===== src/sbcmk_pkg.sv =====
// Shared types and constants for the sprite blitter.
// Item structs, config register set, request and register codes.
// No dependencies.
package sbcmk_pkg;

  // Parameter defaults
  localparam int DEF_SCREEN_WIDTH    = 320;
  localparam int DEF_SCREEN_HEIGHT   = 240;
  localparam int DEF_MAX_SPRITE_SIZE = 1024;
  localparam int DEF_PALETTE_SIZE    = 256;
  localparam int DEF_KEY_INDEX       = 0;

  // Field widths
  localparam int REQ_W      = 2;
  localparam int FRAME_W    = 16;
  localparam int SRC_W      = 10;
  localparam int VALUE_W    = 16;
  localparam int SLOT_W     = 8;
  localparam int ADDR_W     = 17;
  localparam int COLOR_W    = 16;
  localparam int CNT_W      = 32;
  localparam int POS_W      = 16;
  localparam int SIZE_W     = 11;
  localparam int MODE_W     = 3;
  localparam int CFG_IDX_W  = 3;
  localparam int CFG_DATA_W = 16;
  // screen coordinates are below 4096 for every legal screen size
  localparam int COORD_W    = 12;

  // mode_bits positions
  localparam int MODE_INDEXED = 0;
  localparam int MODE_KEY     = 1;
  localparam int MODE_MIRROR  = 2;

  typedef enum logic [REQ_W-1:0] {
    REQ_PIXEL   = 2'd0,
    REQ_PALETTE = 2'd1,
    REQ_CLEAR   = 2'd2,
    REQ_NOP     = 2'd3
  } req_t;

  typedef enum logic [CFG_IDX_W-1:0] {
    CFG_POS_X         = 3'd0,
    CFG_POS_Y         = 3'd1,
    CFG_SPRITE_WIDTH  = 3'd2,
    CFG_SPRITE_HEIGHT = 3'd3,
    CFG_MODE_BITS     = 3'd4,
    CFG_KEY_COLOR     = 3'd5,
    CFG_FRAME_SELECT  = 3'd6,
    CFG_FRAME_TOTAL   = 3'd7
  } cfg_idx_t;

  typedef struct packed {
    logic [REQ_W-1:0]   req_type;
    logic [FRAME_W-1:0] frame_num;
    logic [SRC_W-1:0]   src_row;
    logic [SRC_W-1:0]   src_col;
    logic [VALUE_W-1:0] pixel_value;
    logic [SLOT_W-1:0]  palette_slot;
  } in_item_t;

  typedef struct packed {
    logic               write_enable;
    logic [ADDR_W-1:0]  pixel_address;
    logic [COLOR_W-1:0] pixel_color;
    logic [CNT_W-1:0]   opaque_count;
    logic [CNT_W-1:0]   keyed_count;
  } out_item_t;

  typedef struct packed {
    logic signed [POS_W-1:0] pos_x;
    logic signed [POS_W-1:0] pos_y;
    logic [SIZE_W-1:0]       sprite_width;
    logic [SIZE_W-1:0]       sprite_height;
    logic [MODE_W-1:0]       mode_bits;
    logic [COLOR_W-1:0]      key_color;
    logic [FRAME_W-1:0]      frame_select;
    logic [FRAME_W-1:0]      frame_total;
  } cfg_t;

  // Front-end decision for one item
  typedef struct packed {
    logic               hit;        // pixel lands in sprite and on screen
    logic               to_opaque;  // tally choice for a hit
    logic               show;       // hit and not keyed out
    logic               use_pal;    // color comes from the palette
    logic               pal_oob;    // palette index beyond the table
    logic [SLOT_W-1:0]  pal_idx;
    logic [COORD_W-1:0] sx;
    logic [COORD_W-1:0] sy;
    logic [COLOR_W-1:0] color;
  } map_t;

endpackage


===== src/sbcmk_cfg_regs.sv =====
// Configuration register file of the sprite blitter.
// Depends on sbcmk_pkg.
module sbcmk_cfg_regs
  import sbcmk_pkg::*;
(
  input  logic                  clk,
  input  logic                  rst_n,
  input  logic                  cfg_valid,
  output logic                  cfg_ready,
  input  logic [CFG_IDX_W-1:0]  cfg_index,
  input  logic [CFG_DATA_W-1:0] cfg_data,
  output cfg_t                  cfg
);

  cfg_t cfg_r, cfg_nxt;

  assign cfg_ready = 1'b1;
  assign cfg       = cfg_r;

  // register write decode
  always_comb begin
    cfg_nxt = cfg_r;
    if (cfg_valid) begin
      case (cfg_idx_t'(cfg_index))
        CFG_POS_X:         cfg_nxt.pos_x         = signed'(cfg_data[POS_W-1:0]);
        CFG_POS_Y:         cfg_nxt.pos_y         = signed'(cfg_data[POS_W-1:0]);
        CFG_SPRITE_WIDTH:  cfg_nxt.sprite_width  = cfg_data[SIZE_W-1:0];
        CFG_SPRITE_HEIGHT: cfg_nxt.sprite_height = cfg_data[SIZE_W-1:0];
        CFG_MODE_BITS:     cfg_nxt.mode_bits     = cfg_data[MODE_W-1:0];
        CFG_KEY_COLOR:     cfg_nxt.key_color     = cfg_data[COLOR_W-1:0];
        CFG_FRAME_SELECT:  cfg_nxt.frame_select  = cfg_data[FRAME_W-1:0];
        CFG_FRAME_TOTAL:   cfg_nxt.frame_total   = cfg_data[FRAME_W-1:0];
        default:           cfg_nxt = cfg_r;
      endcase
    end
  end

  always_ff @(posedge clk) begin
    if (!rst_n) begin
      cfg_r <= '0;
    end else begin
      cfg_r <= cfg_nxt;
    end
  end

endmodule


===== src/sbcmk_pal_ram.sv =====
// Palette memory: one write port, one registered read port.
// Contents are undefined until written. Depends on sbcmk_pkg.
module sbcmk_pal_ram
  import sbcmk_pkg::*;
#(
  parameter int PALETTE_SIZE = DEF_PALETTE_SIZE
)
(
  input  logic               clk,
  input  logic               wr_en,
  input  logic [SLOT_W-1:0]  wr_slot,
  input  logic [COLOR_W-1:0] wr_data,
  input  logic               rd_en,
  input  logic [SLOT_W-1:0]  rd_idx,
  output logic [COLOR_W-1:0] rd_data
);

  localparam int AW = $clog2(PALETTE_SIZE);

  logic [COLOR_W-1:0] mem [PALETTE_SIZE];
  logic               slot_ok;

  // writes beyond the table are dropped
  assign slot_ok = ({1'b0, wr_slot} < (SLOT_W+1)'(PALETTE_SIZE));

  always_ff @(posedge clk) begin
    if (wr_en && slot_ok) begin
      mem[wr_slot[AW-1:0]] <= wr_data;
    end
  end

  // read data holds until the next read
  always_ff @(posedge clk) begin
    if (rd_en) begin
      rd_data <= mem[rd_idx[AW-1:0]];
    end
  end

endmodule


===== src/sbcmk_map.sv =====
// Front end: clip, mirror, frame select and color key decision per item.
// Pure logic between the input port and the first pipeline register.
// Depends on sbcmk_pkg.
module sbcmk_map
  import sbcmk_pkg::*;
#(
  parameter int SCREEN_WIDTH    = DEF_SCREEN_WIDTH,
  parameter int SCREEN_HEIGHT   = DEF_SCREEN_HEIGHT,
  parameter int MAX_SPRITE_SIZE = DEF_MAX_SPRITE_SIZE,
  parameter int PALETTE_SIZE    = DEF_PALETTE_SIZE,
  parameter int KEY_INDEX       = DEF_KEY_INDEX
)
(
  input  cfg_t     cfg,
  input  in_item_t item,
  output map_t     map
);

  localparam logic [SIZE_W+1:0] MAX_SZ = (SIZE_W+2)'(MAX_SPRITE_SIZE);

  logic               indexed, key_on, mirror;
  logic [SIZE_W+1:0]  w_sat, h_sat;
  logic [SIZE_W-1:0]  w, h;
  logic [FRAME_W-1:0] eff_frame;
  logic               in_sprite, frame_ok, on_x, on_y, keyed;
  logic [COORD_W-1:0] off;
  logic [POS_W+1:0]   sx_full;
  logic [POS_W:0]     sy_full;
  logic [SLOT_W-1:0]  idx;

  always_comb begin
    indexed = cfg.mode_bits[MODE_INDEXED];
    key_on  = cfg.mode_bits[MODE_KEY];
    mirror  = cfg.mode_bits[MODE_MIRROR];

    // sprite size saturates at the maximum
    w_sat = ({2'b00, cfg.sprite_width} > MAX_SZ) ? MAX_SZ : {2'b00, cfg.sprite_width};
    h_sat = ({2'b00, cfg.sprite_height} > MAX_SZ) ? MAX_SZ : {2'b00, cfg.sprite_height};
    w     = w_sat[SIZE_W-1:0];
    h     = h_sat[SIZE_W-1:0];

    in_sprite = ({1'b0, item.src_col} < w) && ({1'b0, item.src_row} < h);

    // out-of-range frame select falls back to frame 0
    eff_frame = (cfg.frame_select < cfg.frame_total) ? cfg.frame_select : '0;
    frame_ok  = !indexed || (item.frame_num == eff_frame);

    // column offset, mirrored about the sprite width
    off = mirror ? (COORD_W'(w) - COORD_W'(1) - COORD_W'(item.src_col))
                 : COORD_W'(item.src_col);

    sx_full = {{2{cfg.pos_x[POS_W-1]}}, cfg.pos_x} + (POS_W+2)'(off);
    sy_full = {cfg.pos_y[POS_W-1], cfg.pos_y} + (POS_W+1)'(item.src_row);
    on_x    = !sx_full[POS_W+1] && (sx_full < (POS_W+2)'(SCREEN_WIDTH));
    on_y    = !sy_full[POS_W] && (sy_full < (POS_W+1)'(SCREEN_HEIGHT));

    idx   = item.pixel_value[SLOT_W-1:0];
    keyed = key_on && (indexed ? (idx == SLOT_W'(KEY_INDEX))
                               : (item.pixel_value == cfg.key_color));

    map.hit       = (req_t'(item.req_type) == REQ_PIXEL) && in_sprite && frame_ok
                    && on_x && on_y;
    map.to_opaque = !indexed && !mirror && !key_on;
    map.show      = map.hit && !keyed;
    map.use_pal   = indexed;
    map.pal_oob   = ({1'b0, idx} >= (SLOT_W+1)'(PALETTE_SIZE));
    map.pal_idx   = idx;
    map.sx        = sx_full[COORD_W-1:0];
    map.sy        = sy_full[COORD_W-1:0];
    map.color     = item.pixel_value;
  end

endmodule


===== src/sprite_blit_clip_mirror_key.sv =====
// Channel   Direction  Handshake          Payload
// in_       input      in_valid/in_stall  in_item (in_item_t)
// out_      output     out_valid/out_stall out_item (out_item_t)
// cfg_      input      cfg_valid/cfg_ready cfg_index, cfg_data
//
// One item per cycle while the input is not stalled; each accepted item passes
// through the map stage register, then the output register after the palette read.
// The palette RAM read port is hit once per pixel item at acceptance.
// Reset clears config, tallies and pipeline valids; palette contents stay
// undefined until written. A stalled output holds its item; the input
// stalls only when both pipeline slots are full and the output is stalled.
module sprite_blit_clip_mirror_key
  import sbcmk_pkg::*;
#(
  parameter int SCREEN_WIDTH    = DEF_SCREEN_WIDTH,
  parameter int SCREEN_HEIGHT   = DEF_SCREEN_HEIGHT,
  parameter int MAX_SPRITE_SIZE = DEF_MAX_SPRITE_SIZE,
  parameter int PALETTE_SIZE    = DEF_PALETTE_SIZE,
  parameter int KEY_INDEX       = DEF_KEY_INDEX
)
(
  input  logic                  clk,
  input  logic                  rst_n,
  input  logic                  in_valid,
  output logic                  in_stall,
  input  in_item_t              in_item,
  output logic                  out_valid,
  input  logic                  out_stall,
  output out_item_t             out_item,
  input  logic                  cfg_valid,
  output logic                  cfg_ready,
  input  logic [CFG_IDX_W-1:0]  cfg_index,
  input  logic [CFG_DATA_W-1:0] cfg_data
);

  localparam int PROD_W = 2 * COORD_W + 1;

  cfg_t               cfg;
  map_t               map;
  logic               in_acc, is_pixel;
  logic [COLOR_W-1:0] pal_data;

  logic               s1_valid_r, s1_valid_nxt;
  map_t               s1_r;
  logic               out_valid_r, out_valid_nxt;
  out_item_t          out_r, out_nxt;
  logic               out_free, s1_adv;
  logic [CNT_W-1:0]   opaque_r, opaque_nxt, keyed_r, keyed_nxt;
  logic [PROD_W-1:0]  addr_full;

  sbcmk_cfg_regs u_cfg (
    .clk       (clk),
    .rst_n     (rst_n),
    .cfg_valid (cfg_valid),
    .cfg_ready (cfg_ready),
    .cfg_index (cfg_index),
    .cfg_data  (cfg_data),
    .cfg       (cfg)
  );

  sbcmk_map #(
    .SCREEN_WIDTH    (SCREEN_WIDTH),
    .SCREEN_HEIGHT   (SCREEN_HEIGHT),
    .MAX_SPRITE_SIZE (MAX_SPRITE_SIZE),
    .PALETTE_SIZE    (PALETTE_SIZE),
    .KEY_INDEX       (KEY_INDEX)
  ) u_map (
    .cfg  (cfg),
    .item (in_item),
    .map  (map)
  );

  // handshake: the output register frees when empty or taken
  assign out_free  = !out_valid_r || !out_stall;
  assign s1_adv    = s1_valid_r && out_free;
  assign in_stall  = s1_valid_r && !out_free;
  assign in_acc    = in_valid && !in_stall;
  assign is_pixel  = (req_t'(in_item.req_type) == REQ_PIXEL);
  assign out_valid = out_valid_r;
  assign out_item  = out_r;

  // palette written and read at acceptance
  sbcmk_pal_ram #(
    .PALETTE_SIZE (PALETTE_SIZE)
  ) u_pal (
    .clk     (clk),
    .wr_en   (in_acc && (req_t'(in_item.req_type) == REQ_PALETTE)),
    .wr_slot (in_item.palette_slot),
    .wr_data (in_item.pixel_value),
    .rd_en   (in_acc && is_pixel),
    .rd_idx  (map.pal_idx),
    .rd_data (pal_data)
  );

  // tallies follow accepted items in order
  always_comb begin
    opaque_nxt = opaque_r;
    keyed_nxt  = keyed_r;
    if (in_acc) begin
      if (req_t'(in_item.req_type) == REQ_CLEAR) begin
        opaque_nxt = '0;
        keyed_nxt  = '0;
      end else if (map.hit) begin
        if (map.to_opaque) begin
          opaque_nxt = opaque_r + CNT_W'(1);
        end else begin
          keyed_nxt = keyed_r + CNT_W'(1);
        end
      end
    end
  end

  // map stage valid
  always_comb begin
    s1_valid_nxt = s1_valid_r;
    if (in_acc) begin
      s1_valid_nxt = 1'b1;
    end else if (s1_adv) begin
      s1_valid_nxt = 1'b0;
    end
  end

  // output stage: address, palette select; tallies are current for this item
  always_comb begin
    addr_full     = PROD_W'(s1_r.sy) * PROD_W'(SCREEN_WIDTH) + PROD_W'(s1_r.sx);
    out_nxt       = out_r;
    out_valid_nxt = out_valid_r;
    if (s1_adv) begin
      out_valid_nxt         = 1'b1;
      out_nxt.write_enable  = s1_r.show;
      out_nxt.pixel_address = s1_r.show ? addr_full[ADDR_W-1:0] : '0;
      if (!s1_r.show) begin
        out_nxt.pixel_color = '0;
      end else if (s1_r.use_pal) begin
        out_nxt.pixel_color = s1_r.pal_oob ? '0 : pal_data;
      end else begin
        out_nxt.pixel_color = s1_r.color;
      end
      out_nxt.opaque_count = opaque_r;
      out_nxt.keyed_count  = keyed_r;
    end else if (!out_stall) begin
      out_valid_nxt = 1'b0;
    end
  end

  always_ff @(posedge clk) begin
    if (!rst_n) begin
      s1_valid_r  <= 1'b0;
      out_valid_r <= 1'b0;
      opaque_r    <= '0;
      keyed_r     <= '0;
    end else begin
      s1_valid_r  <= s1_valid_nxt;
      out_valid_r <= out_valid_nxt;
      opaque_r    <= opaque_nxt;
      keyed_r     <= keyed_nxt;
    end
  end

  // payload registers
  always_ff @(posedge clk) begin
    if (in_acc) begin
      s1_r <= map;
    end
    out_r <= out_nxt;
  end

endmodule


===== config.mk =====
export PLATFORM = sky130hd
export DESIGN_NAME = sprite_blit_clip_mirror_key
export DESIGN_NICKNAME = d
export VERILOG_FILES = /design/src/sbcmk_pkg.sv /design/src/sbcmk_cfg_regs.sv /design/src/sbcmk_pal_ram.sv /design/src/sbcmk_map.sv /design/src/sprite_blit_clip_mirror_key.sv
export SDC_FILE = /design/constraint.sdc
export NUM_CORES = 2
export LEC_CHECK = 0
export BUFFER_PORTS_ARGS = -buffer_cell sky130_fd_sc_hd__buf_2
export CAP_MARGIN = 20
export CORE_MARGIN = 2
export CORE_UTILIZATION = 60
export CTS_BUF_LIST = sky130_fd_sc_hd__clkbuf_16
export DETAILED_ROUTE_END_ITERATION = 10
export MAX_ROUTING_LAYER = met4
export PLACE_DENSITY = 0.76
export SYNTH_ARGS = -nofsm -noshare
export SYNTH_HDL_FRONTEND = slang
export SYNTH_HIERARCHICAL = 1
export SYNTH_SLANG_ARGS = --single-unit
export TNS_END_PERCENT = 30

===== constraint.sdc =====
create_clock -name clk -period 12.1 [get_ports clk]
set_input_delay 2.42 -clock clk [delete_from_list [all_inputs] [get_ports clk]]
set_output_delay 2.42 -clock clk [all_outputs]
set_load 0.05 [all_outputs]

**Word-level counts from Yosys, hierarchy flattened**

Memories as Yosys holds them, arrays and structs flattened. A register that Yosys moved wholly into a read port is not among the register bits.
Cells that the tools add are included.

- Memories: 1
- Logic and storage cells: 113
- Register bits: 311
- Bits in writable memories: 4096

Memory list:

| memory | words | width | rd ports | clocked after memory_dff | write ports | RTL line | source |
|---|---|---|---|---|---|---|---|
| u_pal.mem | 256 | 16 | 1 | 1 | 1 | sbcmk_pal_ram.sv:20 | `logic [COLOR_W-1:0] mem [PALETTE_SIZE];` |

- $add $sub $neg: 7
- Reduce and logical (&&, ||, !) cells: 44
- Multiplexer cells: 18
- Magnitude comparators: 7
- Equal/unequal tests: 13
- $mul: 1

Operators by type and width:

| operator | count |
|---|---|
| 32-bit two-way mux | 6 |
| 32-bit by 1-bit adder with 32-bit output, second input constant | 2 |
| 16-bit equality test | 2 |
| 16-bit two-way mux | 2 |
| 11-bit > comparator, second input constant | 2 |
| 10-bit by 11-bit < comparator with 1-bit output | 2 |
| 11-bit two-way mux | 2 |
| 18-bit by 9-bit < comparator with 1-bit output, second input constant | 1 |
| 16-bit by 11-bit adder with 17-bit output | 1 |
| 16-bit by 13-bit adder with 17-bit output | 1 |
| 17-bit by 12-bit adder with 17-bit output | 1 |
| 17-bit by 8-bit < comparator with 1-bit output, second input constant | 1 |
| 1-bit logical AND | 16 |
| 16-bit < comparator | 1 |
| 2-bit AND reduction | 8 |
| 3-bit equality test, second input constant | 4 |
| 12-bit by 3-bit multiplier with 11-bit output, second input constant | 1 |
| 12-bit two-way mux | 1 |
| 11-bit by 1-bit subtractor with 12-bit output, second input constant | 1 |
| 12-bit by 10-bit subtractor with 12-bit output | 1 |
| 1-bit zero test | 10 |
| 8-bit zero test | 1 |
| 1-bit two-way mux | 7 |
| 3-bit by 2-bit equality test with 1-bit output, second input constant | 2 |
| 9 further kinds | 14 |

**Longest topological paths before layout**

- Depth after elaboration: 12
- Depth in mapped cells: 30
- Depth with buffers taken out: 29

**Cells and area by module**

The synthesis kept the hierarchy.

By module, submodules not included:

| module | area an instance (µm²) | sequential area each (µm²) | times used | cells an instance |
|---|---|---|---|---|
| sbcmk_pal_ram | 158874.9 | 123478.4 | 1 | 7360 |
| sprite_blit_clip_mirror_key | 8381.8 | 5525.3 | 1 | 675 |
| sbcmk_cfg_regs | 3804.9 | 2102.0 | 1 | 365 |
| sbcmk_map | 3534.6 | 0.0 | 1 | 504 |

**Worst setup path after synthesis**

Ideal clock, no wire load.

- Kind: input -> register
- Start: input out_stall
- End: register out_r (netlist bit out_item[0]), enable pin
- Data required time: 11397 ps
- Path slack: 1873 ps
- Path buffers: 0
- Data arrival time: 9524 ps
- Stages: 1
- Path through: a21boi_0

- Cells in the longest elaborated chain, start to end: 3

RTL lines:

| what | RTL line | source |
|---|---|---|
| start: declaration | sprite_blit_clip_mirror_key.sv:28 | `input logic out_stall,` |
| 1-bit zero test | -- |  |
| 1-bit logical OR | sprite_blit_clip_mirror_key.sv:74 | `assign out_free = !out_valid_r \|\| !out_stall;` |
| 1-bit logical AND | sprite_blit_clip_mirror_key.sv:75 | `assign s1_adv = s1_valid_r && out_free;` |
| end signal: assignment | sprite_blit_clip_mirror_key.sv:165 | `out_r <= out_nxt;` |
| end: declaration | sprite_blit_clip_mirror_key.sv:46 | `out_item_t out_r, out_nxt;` |

No other way between the ends.
A chain may end at the register's enable or synchronous reset.

==> impl_table.tex <==
\begin{tabular}{lr}
\hline
Metric & Value \\
\hline
\multicolumn{2}{l}{\textbf{Die}} \\
Die H & 543.4 µm \\
Cell row count & between 150 and 200 \\
Width of the chip & roughly 540 µm \\
Area enclosed by the die boundary & just under 300000 µm² \\
I/O pin count & 187 \\
Core Box Area & 290300 µm² \\
Initial standard-cell utilization of the core & 0.6013 \\
\multicolumn{2}{l}{\textbf{Synthesis}} \\
Portion of synthesized cell area occupied by the leading cell type & 0.7313 \\
Largest family of logic cells by synthesized area & multiplexers \\
Synth unique cells & 98 \\
Synth Area in Simple Gates & 0.03012 \\
Gate count after technology mapping & 8904 \\
Number of enable-type register cells in the synthesized netlist & 4252 \\
Proportion of synthesized area in mux cells & 0.1472 \\
Async S/R FF share, synth & 0 \\
Number of synthesized register bits & $\sim$4400 \\
Top cells by area in the synthesized netlist & sky130\_fd\_sc\_hd\_\_edfxtp\_1 (73\%), sky130\_fd\_sc\_hd\_\_mux4\_2 (10\%), sky130\_fd\_sc\_hd\_\_mux2i\_1 (3.9\%) \\
Compound-cell area share of the yosys netlist & 0.04096 \\
Post-synthesis instance area & 174600 µm² \\
Most area-hungry cell type in the Yosys netlist & sky130\_fd\_sc\_hd\_\_edfxtp\_1 \\
Most common flop cell mapped by yosys & sky130\_fd\_sc\_hd\_\_edfxtp\_1 \\
Adder and majority gate portion of the synthesized area & 0.006951 \\
Xor and xnor area share after synthesis & 0.004694 \\
Net count after synthesis & 9084 \\
Synthesized area per cell & 19.61 µm² \\
Yosys warning total & 6 \\
Leading post-synthesis cells by instance count & sky130\_fd\_sc\_hd\_\_edfxtp\_1 (4252), sky130\_fd\_sc\_hd\_\_mux4\_2 (797), sky130\_fd\_sc\_hd\_\_mux2i\_1 (675) \\
Part of the Yosys area used for sequential elements & 0.7509 \\
Leading cell type by number of instances after synthesis & sky130\_fd\_sc\_hd\_\_edfxtp\_1 \\
\multicolumn{2}{l}{\textbf{Detailed routing}} \\
Total number of vias & between 90000 and 100k \\
Residual DRC count & 0 \\
Router iterations before antenna repair & 10 \\
Total detailed-routing wirelength & 449900 µm \\
Detailed-route wire length per cell & 32.88 µm \\
Starting DRT DRC Count & 13690 \\
Antenna Violating Nets Remaining & 0 \\
Detail-routed via count per cell & 6.805 \\
\multicolumn{2}{l}{\textbf{Clock network}} \\
Root buffer cell & sky130\_fd\_sc\_hd\_\_clkbuf\_16 \\
Clock insertion delay at the later pin of the skew report & a little over 1 ns \\
Number of clock sinks & 4423 \\
CTS tree & built \\
Buffer depth of the longest clock path & 4 \\
Number of H-tree levels & 5 \\
Setup Fix Bufs, Post-CTS & 0 \\
Resized Gates After CTS & 0 \\
Post-CTS Hold Buffers & 0 \\
Num CTS Buffers & approximately 430 \\
Worst-path clk slew & 0.06 ns \\
\multicolumn{2}{l}{\textbf{Pwr}} \\
Power Dens Cells & 162.5 nW/µm² \\
Leakage power & 63.83 nW \\
Net switching power & 6.901 mW \\
Power share of the combinational group & 0.054 \\
Sequential Power Share & 0.531 \\
Power Total & $\sim$32 mW \\
Total internal power & 24.85 mW \\
Worst VDD drop & 0.1242 mV \\
Switching Share & 0.2174 \\
Clock group share of total power & 0.415 \\
\multicolumn{2}{l}{\textbf{GRT}} \\
Global-route wire length before repair & 644400 µm \\
Sum of overflow across all layers after global routing & 0 \\
Largest net degree at the start of global routing & 168 \\
Initial antenna violation count & 26 \\
Global-route usage over all layers & 0.3129 \\
Vias in the first global route & 90520 \\
\multicolumn{2}{l}{\textbf{Timing}} \\
Largest clock skew in the final design & 0.07602 ns \\
Final setup violating endpoints & 0 \\
Final period demand of the worst path & 7.940 ns \\
Fmax & 0.1259 GHz \\
Final period utilization & 0.6562 \\
Number of failing hold endpoints at the final stage & 0 \\
Slew of the pin with the lowest slew margin & 1.275 ns \\
Accumulated negative setup slack & 0 ns \\
Headroom to the max-slew limit & 0.1503 \\
Final Max Slew Viols & 0 \\
Unrepaired setup endpoints after global routing & no \\
\multicolumn{2}{l}{\textbf{Placed design}} \\
Number of buffer cells added on primary ports & 185 \\
Final weighted congestion in routability-driven placement & 0.9254 \\
Final HPWL DP & 263400 µm \\
Dpl cell area & roughly 180000 µm² \\
\multicolumn{2}{l}{\textbf{Finish}} \\
Nets@finish & 9578 \\
Area growth, synth to finish & 11.87\% \\
Layout cell share with drive strength beyond 1 & 0.2236 \\
Cell area after layout & 195300 µm² \\
\multicolumn{2}{l}{\textbf{Critical path}} \\
Largest fanout on the critical path & 8 \\
CP Data Arrival Time & 8.79 ns \\
Crit path required time & between 10 and 15 ns \\
Kind of critical path & input pin to flip-flop \\
Crit end category & flip-flop \\
Type of origin of the critical path & input pin \\
\multicolumn{2}{l}{\textbf{Flow run}} \\
Reported max-cap violation count & 0 \\
\multicolumn{2}{l}{\textbf{Min path}} \\
Class of the worst hold path & flip-flop to flip-flop \\
\multicolumn{2}{l}{\textbf{Outcome}} \\
Status & finished, final reports clean \\
\hline
\end{tabular}
metal layers:
| layer | track usage | vias up | wire, µm |
|---|---|---|---|
| li1 | - | 37730 | - |
| met1 | 0.4206 | 47970 | 162300 |
| met2 | 0.4689 | 6443 | 211300 |
| met3 | 0.07898 | 979 | 57230 |
| met4 | 0.1141 | 0 | 18950 |
| met5 | - | - | 0 |
cells in the final DEF (no fill, tap or decap), types with 147 or more instances in the layout:
cell and instances:
sky130_fd_sc_hd__a21oi_1 251, sky130_fd_sc_hd__buf_2 168, sky130_fd_sc_hd__buf_4 360, sky130_fd_sc_hd__clkbuf_16 433, sky130_fd_sc_hd__dfxtp_1 171, sky130_fd_sc_hd__edfxtp_1 4252
sky130_fd_sc_hd__inv_1 147, sky130_fd_sc_hd__mux2i_1 675, sky130_fd_sc_hd__mux4_2 797, sky130_fd_sc_hd__nand2_1 236, sky130_fd_sc_hd__nor2_1 376, sky130_fd_sc_hd__o221ai_1 254
sky130_fd_sc_hd__o22ai_1 150
power groups by stage:
| stage | Sequential, mW | Clock [mW] | Combinational [mW] |
|---|---|---|---|
| 6_report | 16.8 | 13.2 | 1.71 |
| 5_1_grt | 16.8 | 13.9 | 1.79 |
| 3_3_place_gp | 17.2 | 0 | 1.62 |
| 2_1_floorplan | 17.2 | 0 | 0.943 |
| 3_5_place_dp | 17.2 | 0 | 1.66 |
| 4_1_cts | 16.8 | 13.3 | 1.68 |
final timing paths:
kind              slack (ns)           end     startpoint  cells past startpoint
setup / recovery        4.16  opaque_r[25]    in_item[24]                     28
hold / removal          0.46  u_cfg/cfg[4]   u_cfg/cfg[4]                      2
hold reg to reg         0.46  u_cfg/cfg[4]   u_cfg/cfg[4]                      2
setup reg to reg        4.87  opaque_r[25]  u_cfg/cfg[72]                     25
worst max-delay path, cell delays in order:
cell                        delay, ns
sky130_fd_sc_hd__buf_2           0.10
sky130_fd_sc_hd__inv_1           0.06
sky130_fd_sc_hd__ha_1            0.21
sky130_fd_sc_hd__inv_1           0.07
sky130_fd_sc_hd__fa_1            0.40
sky130_fd_sc_hd__nor2b_1         0.13
sky130_fd_sc_hd__o21ai_0         0.09
sky130_fd_sc_hd__nand2b_1        0.12
sky130_fd_sc_hd__a21o_1          0.13
sky130_fd_sc_hd__a21o_1          0.15
sky130_fd_sc_hd__a31oi_1         0.14
sky130_fd_sc_hd__xnor2_1         0.15
sky130_fd_sc_hd__nand2_1         0.06
sky130_fd_sc_hd__o21ai_0         0.09
sky130_fd_sc_hd__ha_1            0.39
sky130_fd_sc_hd__nand4_1         0.11
sky130_fd_sc_hd__o221ai_1        0.38
sky130_fd_sc_hd__mux2i_1         0.25
sky130_fd_sc_hd__o2111ai_1       0.13
sky130_fd_sc_hd__a2111oi_0       0.49
sky130_fd_sc_hd__nand4bb_1       0.17
sky130_fd_sc_hd__nor2_1          0.14
sky130_fd_sc_hd__nor4b_1         0.62
sky130_fd_sc_hd__nand2_1         0.26
sky130_fd_sc_hd__a2111oi_4       0.71
sky130_fd_sc_hd__nand3_4         0.20
sky130_fd_sc_hd__or3_1           0.46
sky130_fd_sc_hd__a21o_1          0.17
through the flow:
stage               std cells  worst slack, ns  utilization  hold slack [ns]
floorplan                8904            1.873            -           0.4213
CTS                     13640            4.259       0.6714           0.4625
finish                  13680            4.160       0.6727           0.4628
global placement        12840            3.436       0.6226           0.4401
global route            13680            3.554       0.6726           0.4818
detailed placement      12850            3.284       0.6234           0.4508
sequential cells by signal (all words and copies together) (netlist names):
register / count
keyed_r: 32
opaque_r: 32
out_item: 98
out_valid: 1
s1_r: 42
s1_valid_r: 1
u_cfg/cfg: 105
u_pal/mem: 4096
u_pal/rd_data: 16
layout make-up:
| cell class | count | area [µm²] |
|---|---|---|
| Sequential cell | 4423 | 131100 |
| Fill cell | 17830 | 95030 |
| Multi-Input combinational cell | 3889 | 40420 |
| Clock buffer | 433 | 10840 |
| Tap cell | 3900 | 4880 |
| Timing Repair Buffer | 588 | 4641 |
| Clock inverter | 355 | 3104 |
| Inverter | 69 | 271.5 |
| Antenna cell | 27 | 67.56 |
cells by family after synthesis:
group / Yosys count
flip-flops: 4423
multiplexers: 1561
AND/OR/NAND/NOR: 1115
AO/OA/AOI/OAI: 1025
buffers and inverters: 592
adder cells (fa/ha/maj): 94
XOR/XNOR: 92
other: 2
Power figures use the tool's default switching activity.
